--- src/rtl/slip_frame_decoder_defines.svh ---
// Assertion macros shared by the SLIP frame decoder modules.
`ifndef SLIP_FRAME_DECODER_DEFINES_SVH
`define SLIP_FRAME_DECODER_DEFINES_SVH

`ifndef SYNTHESIS
// Property checked on clk_i, suspended while rst_ni is low.
`define SFD_ASSERT(label, prop) \
  label: assert property (@(posedge clk_i) disable iff (!rst_ni) (prop)) \
    else $error("slip_frame_decoder: assertion failed");
// Condition that must never be seen on clk_i outside reset.
`define SFD_ASSERT_NEVER(label, cond) \
  label: assert property (@(posedge clk_i) disable iff (!rst_ni) !(cond)) \
    else $error("slip_frame_decoder: forbidden condition seen");
`else
`define SFD_ASSERT(label, prop)
`define SFD_ASSERT_NEVER(label, cond)
`endif

`endif

--- src/rtl/slip_fd_pkg.sv ---
// Types and constants of the SLIP frame decoder.
`timescale 1ns / 1ps
package slip_fd_pkg;

  localparam logic [7:0] BYTE_END     = 8'hC0;
  localparam logic [7:0] BYTE_ESC     = 8'hDB;
  localparam logic [7:0] BYTE_ESC_END = 8'hDC;
  localparam logic [7:0] BYTE_ESC_ESC = 8'hDD;

  localparam int unsigned LEN_WIDTH = 16;
  localparam logic [LEN_WIDTH-1:0] LEN_MAX = '1;

  localparam int unsigned QUEUE_DEPTH = 2;
  localparam int unsigned QPTR_WIDTH  = $clog2(QUEUE_DEPTH);
  localparam int unsigned QCNT_WIDTH  = $clog2(QUEUE_DEPTH + 1);

  typedef enum logic {
    KIND_DATA = 1'b0,
    KIND_EOF  = 1'b1
  } kind_e;

  typedef struct packed {
    kind_e                kind;
    logic [7:0]           data_byte;
    logic                 escape_error;
    logic [LEN_WIDTH-1:0] frame_length;
  } token_t;

endpackage

--- src/rtl/slip_fd_front.sv ---
// Front end: accepts line bytes, tracks escape state and frame length, emits tokens.
`timescale 1ns / 1ps
`include "slip_frame_decoder_defines.svh"
module slip_fd_front #(
  parameter int unsigned COUNT_WIDTH = 16
) (
  input  logic                clk_i,
  input  logic                rst_ni,
  input  logic                in_valid_i,
  output logic                in_ready_o,
  input  logic [7:0]          in_byte_i,
  input  logic                q_full_i,
  output logic                push_o,
  output slip_fd_pkg::token_t push_tok_o
);
  import slip_fd_pkg::*;

  localparam logic [COUNT_WIDTH-1:0] LEN_SAT = COUNT_WIDTH'(LEN_MAX);

  logic                   esc_q, esc_d;
  logic [COUNT_WIDTH-1:0] cnt_q, cnt_d;
  logic                   accept;
  logic [COUNT_WIDTH-1:0] cnt_inc;
  logic [LEN_WIDTH-1:0]   len_sat;

  assign in_ready_o = !q_full_i;
  assign accept     = in_valid_i && in_ready_o;

  // hold at all ones once the counter saturates
  assign cnt_inc = (&cnt_q) ? cnt_q : cnt_q + COUNT_WIDTH'(1);
  assign len_sat = (cnt_q > LEN_SAT) ? LEN_MAX : LEN_WIDTH'(cnt_q);

  always_comb begin
    esc_d      = esc_q;
    cnt_d      = cnt_q;
    push_o     = 1'b0;
    push_tok_o = '{kind: KIND_DATA, data_byte: in_byte_i, escape_error: 1'b0,
                   frame_length: '0};
    if (accept) begin
      priority if (esc_q) begin
        // consume the escaped byte whatever it is
        esc_d  = 1'b0;
        cnt_d  = cnt_inc;
        push_o = 1'b1;
        if (in_byte_i == BYTE_ESC_END) begin
          push_tok_o.data_byte = BYTE_END;
        end else begin
          push_tok_o.data_byte    = BYTE_ESC;
          push_tok_o.escape_error = (in_byte_i != BYTE_ESC_ESC);
        end
      end else if (in_byte_i == BYTE_ESC) begin
        esc_d = 1'b1;
      end else if (in_byte_i == BYTE_END) begin
        // drop empty frames
        cnt_d                   = '0;
        push_o                  = (cnt_q != '0);
        push_tok_o.kind         = KIND_EOF;
        push_tok_o.data_byte    = '0;
        push_tok_o.frame_length = len_sat;
      end else begin
        cnt_d  = cnt_inc;
        push_o = 1'b1;
      end
    end
  end

  always_ff @(posedge clk_i or negedge rst_ni) begin
    if (!rst_ni) begin
      esc_q <= 1'b0;
      cnt_q <= '0;
    end else begin
      esc_q <= esc_d;
      cnt_q <= cnt_d;
    end
  end

  `SFD_ASSERT(a_esc_arms, accept && !esc_q && in_byte_i == BYTE_ESC |=> esc_q)
  `SFD_ASSERT(a_end_clears, accept && !esc_q && in_byte_i == BYTE_END |=> cnt_q == '0)
  `SFD_ASSERT(a_eof_nonzero, push_o && push_tok_o.kind == KIND_EOF |-> cnt_q != '0)

endmodule

--- src/rtl/slip_fd_queue.sv ---
// Short token queue between the front end and the output stage.
`timescale 1ns / 1ps
`include "slip_frame_decoder_defines.svh"
module slip_fd_queue (
  input  logic                clk_i,
  input  logic                rst_ni,
  input  logic                push_i,
  input  slip_fd_pkg::token_t push_tok_i,
  output logic                full_o,
  input  logic                pop_i,
  output logic                valid_o,
  output slip_fd_pkg::token_t pop_tok_o
);
  import slip_fd_pkg::*;

  token_t                mem_q [QUEUE_DEPTH];
  logic [QPTR_WIDTH-1:0] wr_q, wr_d;
  logic [QPTR_WIDTH-1:0] rd_q, rd_d;
  logic [QCNT_WIDTH-1:0] cnt_q, cnt_d;

  assign full_o    = (cnt_q == QCNT_WIDTH'(QUEUE_DEPTH));
  assign valid_o   = (cnt_q != '0);
  assign pop_tok_o = mem_q[rd_q];

  always_comb begin
    wr_d  = wr_q;
    rd_d  = rd_q;
    cnt_d = cnt_q;
    if (push_i) begin
      wr_d = (wr_q == QPTR_WIDTH'(QUEUE_DEPTH - 1)) ? '0 : wr_q + QPTR_WIDTH'(1);
    end
    if (pop_i) begin
      rd_d = (rd_q == QPTR_WIDTH'(QUEUE_DEPTH - 1)) ? '0 : rd_q + QPTR_WIDTH'(1);
    end
    unique case ({push_i, pop_i})
      2'b10:   cnt_d = cnt_q + QCNT_WIDTH'(1);
      2'b01:   cnt_d = cnt_q - QCNT_WIDTH'(1);
      default: cnt_d = cnt_q;
    endcase
  end

  always_ff @(posedge clk_i) begin
    if (push_i) begin
      mem_q[wr_q] <= push_tok_i;
    end
  end

  always_ff @(posedge clk_i or negedge rst_ni) begin
    if (!rst_ni) begin
      wr_q  <= '0;
      rd_q  <= '0;
      cnt_q <= '0;
    end else begin
      wr_q  <= wr_d;
      rd_q  <= rd_d;
      cnt_q <= cnt_d;
    end
  end

  `SFD_ASSERT_NEVER(a_push_full, push_i && full_o)
  `SFD_ASSERT_NEVER(a_pop_empty, pop_i && !valid_o)
  `SFD_ASSERT_NEVER(a_cnt_range, cnt_q > QCNT_WIDTH'(QUEUE_DEPTH))

endmodule

--- src/rtl/slip_fd_back.sv ---
// Output stage: registers one token and presents it on the result channel.
`timescale 1ns / 1ps
module slip_fd_back (
  input  logic                clk_i,
  input  logic                rst_ni,
  input  logic                q_valid_i,
  input  slip_fd_pkg::token_t q_tok_i,
  output logic                pop_o,
  output logic                out_valid_o,
  input  logic                out_ready_i,
  output slip_fd_pkg::token_t out_tok_o
);
  import slip_fd_pkg::*;

  logic   vld_q, vld_d;
  token_t tok_q;

  // advance when the register is empty or its transaction completes
  assign pop_o = q_valid_i && (!vld_q || out_ready_i);
  assign vld_d = pop_o ? 1'b1 : (vld_q && !out_ready_i);

  always_ff @(posedge clk_i or negedge rst_ni) begin
    if (!rst_ni) begin
      vld_q <= 1'b0;
    end else begin
      vld_q <= vld_d;
    end
  end

  always_ff @(posedge clk_i) begin
    if (pop_o) begin
      tok_q <= q_tok_i;
    end
  end

  assign out_valid_o = vld_q;
  assign out_tok_o   = tok_q;

endmodule

--- src/rtl/slip_frame_decoder.sv ---
// Top level of the SLIP receive-side frame decoder.
//
// Decodes a SLIP byte stream at one byte per clock: a byte is taken on every cycle in which
// the two-entry token queue is not full, and a result passes through the queue and the output
// register to out_valid_o. ESC bytes and empty frames produce no result; END of a non-empty
// frame gives kind_o = 1 with the data byte count, saturating at 2**COUNT_WIDTH-1 and shown
// clamped to 16 bits. The front end (escape flag and frame counter) and the output register
// stall independently; back-pressure reaches in_ready_o only once the queue is full.
`timescale 1ns / 1ps
module slip_frame_decoder #(
  parameter int unsigned COUNT_WIDTH = 16
) (
  input  logic        clk_i,
  input  logic        rst_ni,
  input  logic        in_valid_i,
  output logic        in_ready_o,
  input  logic [7:0]  in_byte_i,
  output logic        out_valid_o,
  input  logic        out_ready_i,
  output logic        kind_o,
  output logic [7:0]  data_byte_o,
  output logic        escape_error_o,
  output logic [15:0] frame_length_o
);
  import slip_fd_pkg::*;

  logic   q_full;
  logic   push;
  token_t push_tok;
  logic   pop;
  logic   q_valid;
  token_t q_tok;
  token_t out_tok;

  slip_fd_front #(
    .COUNT_WIDTH(COUNT_WIDTH)
  ) u_front (
    .clk_i      (clk_i),
    .rst_ni     (rst_ni),
    .in_valid_i (in_valid_i),
    .in_ready_o (in_ready_o),
    .in_byte_i  (in_byte_i),
    .q_full_i   (q_full),
    .push_o     (push),
    .push_tok_o (push_tok)
  );

  slip_fd_queue u_queue (
    .clk_i      (clk_i),
    .rst_ni     (rst_ni),
    .push_i     (push),
    .push_tok_i (push_tok),
    .full_o     (q_full),
    .pop_i      (pop),
    .valid_o    (q_valid),
    .pop_tok_o  (q_tok)
  );

  slip_fd_back u_back (
    .clk_i       (clk_i),
    .rst_ni      (rst_ni),
    .q_valid_i   (q_valid),
    .q_tok_i     (q_tok),
    .pop_o       (pop),
    .out_valid_o (out_valid_o),
    .out_ready_i (out_ready_i),
    .out_tok_o   (out_tok)
  );

  assign kind_o         = out_tok.kind;
  assign data_byte_o    = out_tok.data_byte;
  assign escape_error_o = out_tok.escape_error;
  assign frame_length_o = out_tok.frame_length;

endmodule

--- config.mk ---
export PLATFORM = sky130hd
export DESIGN_NAME = slip_frame_decoder
export DESIGN_NICKNAME = d
export VERILOG_FILES = /design/src/rtl/slip_fd_pkg.sv /design/src/rtl/slip_fd_front.sv /design/src/rtl/slip_fd_queue.sv /design/src/rtl/slip_fd_back.sv /design/src/rtl/slip_frame_decoder.sv
export VERILOG_INCLUDE_DIRS = /design/src /design/src/rtl
export SDC_FILE = /design/constraint.sdc
export NUM_CORES = 1
export LEC_CHECK = 0
export BUFFER_PORTS_ARGS = -buffer_cell sky130_fd_sc_hd__buf_2
export CORE_ASPECT_RATIO = 1.75
export CORE_MARGIN = 2
export CORE_UTILIZATION = 53
export CTS_CLUSTER_SIZE = 14
export DETAILED_ROUTE_END_ITERATION = 12
export GPL_TIMING_DRIVEN = 0
export MAX_ROUTING_LAYER = met4
export PLACE_DENSITY_LB_ADDON = 0.08
export SYNTH_ARGS = -nofsm -noshare
export SYNTH_HDL_FRONTEND = slang
export SYNTH_SLANG_ARGS = --single-unit
--- constraint.sdc ---
create_clock -name clk_i -period 2.7 [get_ports clk_i]
set_input_delay 0.81 -clock clk_i [delete_from_list [all_inputs] [get_ports clk_i]]
set_output_delay 0.81 -clock clk_i [all_outputs]
set_load 0.005 [all_outputs]
==> results.sh <==
export IMPL_status="completed"
export IMPL_peakVddDrop_mv=0.556
export IMPL_drt_wl_total_um=7730
export IMPL_synth_warnings=0
export IMPL_final_common_cell="edfxtp_1"
export IMPL_min_period_ns=2.55
export IMPL_syn_num_nets=304
export IMPL_synth_edff_count=78
export IMPL_setup_viol=0
export IMPL_ys_seq_area_share_pct=67.7
export IMPL_cts_resized=0
export IMPL_ys_ff_latch=100
export IMPL_cp_start_kind="primary input"
export IMPL_port_buffers=39
export IMPL_synthDistinctLibCells=48
export IMPL_hpwl_um=5380
export IMPL_clk_path_buf_depth=2
export IMPL_fp_row_count=43
export IMPL_fin_nets=356
export IMPL_fill_cells=618
export IMPL_clk_pin_slew_ns=0.06
export IMPL_via_per_inst=5.83
export IMPL_syn_cell_area_sq_mm=0.00427
export IMPL_postCtsSetupRepairBufs=0
export IMPL_fmax_mhz=393
export IMPL_drcViolationCount=0
export IMPL_synthArstFlopShare_pct=22.0
export IMPL_final_cell_mix="edfxtp_1 (78), buf_2 (43), mux2_2 (26)"
export IMPL_cp_data_required_time_ns=2.74
export IMPL_finClkSkew_ns=0.00749
export IMPL_ys_flop_type="edfxtp_1"
export IMPL_antenna_left=0
export IMPL_routed_top_layer="met4"
export IMPL_slew_headroom_pct=36.2
export IMPL_grt_max_degree=29
export IMPL_area_growth_pct=14.7
export IMPL_wl_met1_um=3100
export IMPL_regArea_sq_mm=0.00289
export IMPL_slowest_stage="clkbuf_1"
export IMPL_rsz0062_at_grt="no"
export IMPL_drive_above_1_share_pct=28.6
export IMPL_htreeDepth=3
export IMPL_io_pins=40
export IMPL_grt_first_pass_wirelength_um=12500
export IMPL_grt_overflow_total=0
export IMPL_clock_latency_ns=0.34
export IMPL_max_cap_viol_count=0
export IMPL_synth_avg_cell_area_sq_um=14.8
export IMPL_post_dp_cell_area_sq_mm=0.00463
export IMPL_root_buffer="clkbuf_16"
export IMPL_drt_iter0_drc=186
export IMPL_fin_crit_sh_pct=94.3
export IMPL_drt_wirelength_per_cell_um=17.7
export IMPL_cts_hold_buf=0
export IMPL_fin_cells=436
export IMPL_firstDrtPassIters=4
export IMPL_worst_pin_slew_ns=0.954
export IMPL_multi_input_comb_area_sq_mm=0.00129
export IMPL_crit_arrival_ns=2.58
export IMPL_path_cells="buf_2, nand3b_1, o311a_1, clkbuf_1, o21ai_4, nor2_4, buf_8"
export IMPL_dieArea_sq_mm=0.00882
export IMPL_dp_cells=420
export IMPL_cts_made_buffers=9
export IMPL_setup_slack_ns=0.153
export IMPL_drv_slew=0
export IMPL_finalHoldViolCount=0
export IMPL_antenna_found_initial=0
export IMPL_leakage_uw=0.00185
export IMPL_antenna_cells=0
export IMPL_criticalPathCategory="primary input to flop"
export IMPL_syn_instance_count=289
export IMPL_preCtsSetupSlack_ns=-0.383
export IMPL_clock_sinks=100
export IMPL_final_cell_area_sq_mm=0.00490
export IMPL_core_sq_mm=0.00786
export IMPL_cts_tree="yes"
export IMPL_pwr_density_cell_mw_per_mm2=949
export IMPL_crit_buf_inv=3
export IMPL_gp_congestion=0.920
export IMPL_grt_pass1_vias=2562
export IMPL_dr_wl_met3_um=245
export IMPL_critPathMaxFanout=16
export IMPL_vias=2542
export IMPL_hp_class="primary input to asynchronous set/reset pin"
export IMPL_wl_met2_um=4170
export IMPL_die_width_um=71.9
export IMPL_path_delay_family="buffers and inverters"
export IMPL_endpoint_kind="flop"
export IMPL_dieHeight_um=123
export IMPL_start_util_pct=54.4
export IMPL_slowest_delay_ns=0.38
export IMPL_gr_usage_all_layers_pct=19.6
[final timing paths]
check                                       from                   end  slack (ns)  depth (start not counted)
worst max-delay path                in_byte_i[6]  u_queue.mem_q[1][17]        0.15                          7
worst min-delay path                      rst_ni    u_back.out_valid_o        0.45                          1
worst max register to register  u_queue.cnt_q[0]  u_queue.mem_q[1][17]        0.33                          7
worst min register to register  u_queue.cnt_q[1]      u_queue.cnt_q[1]        0.49                          1
max in group asynchronous                 rst_ni     u_front.cnt_q[13]        1.88                          1
min in group clk_i              u_queue.cnt_q[1]      u_queue.cnt_q[1]        0.49                          1
[registers in the layout (all words and copies together), names as in the netlist]
| signal | flops |
|---|---|
| u_front.esc_q | 1 |
| u_back.out_valid_o | 1 |
| u_back.out_tok_o | 26 |
| u_queue.wr_q | 1 |
| u_queue.mem_q | 52 |
| u_front.cnt_q | 16 |
| u_queue.cnt_q | 2 |
| u_queue.rd_q | 1 |
[synthesized netlist by cell type (8+ instances only)]
cell	n	area [sq um]
nand2_1	9	33.8
o21ai_0	11	55.1
dfrtp_1	22	551
nand3_1	9	45.0
nor4_1	8	50.1
and2_1	14	87.6
inv_1	9	33.8
mux2_2	26	293
a21oi_1	11	55.1
edfxtp_1	78	2340
[cell families (layout without fill, tap and decap cells)]
family | Yosys count | in the layout | synth area share (%)
multiplexers | 31 | 31 | 8.03
flip-flops | 100 | 100 | 67.7
adder cells (fa/ha/maj) | 3 | 3 | 0.879
buffers and inverters | 24 | 81 | 2.78
AND/OR/NAND/NOR | 75 | 75 | 11.0
AO/OA/AOI/OAI | 51 | 51 | 8.61
XOR/XNOR | 5 | 5 | 1.03
[power by group]
group | switching, uW | total [uW] | internal (uW)
clock network | 510 | 1130 | 623
registers | 151 | 2350 | 2200
logic | 662 | 1170 | 505
[through the flow]
step           power (uW)  hold slack, ns  utilization [%]  TNS [ns]
4_1_cts              4700           0.456             62.2    -0.896
5_1_grt              4900           0.488             62.4         0
6_report             4650           0.447             62.4         0
3_5_place_dp         3560           0.479             58.9    -15.82
2_1_floorplan        3090           0.458                -    -22.23
3_3_place_gp         3490           0.478             58.3    -72.40
[layout make-up]
class,count,area share [%]
well taps,90,2.30
plain buffers,15,1.74
inverters,9,0.689
multi-input cells,165,26.3
flip-flops and latches,100,59.0
clock buffers,12,4.83
clock inverters,4,0.562
repair buffers,41,4.60
[routing by layer]
layer | up-vias | GRT usage, %
li1 | 1219 | -
met1 | 1261 | 21.7
met2 | 49 | 33.5
met3 | 13 | 4.27
met4 | 0 | 9.08
met5 | - | -
Note: power is estimated with default switching activity, not from simulation.
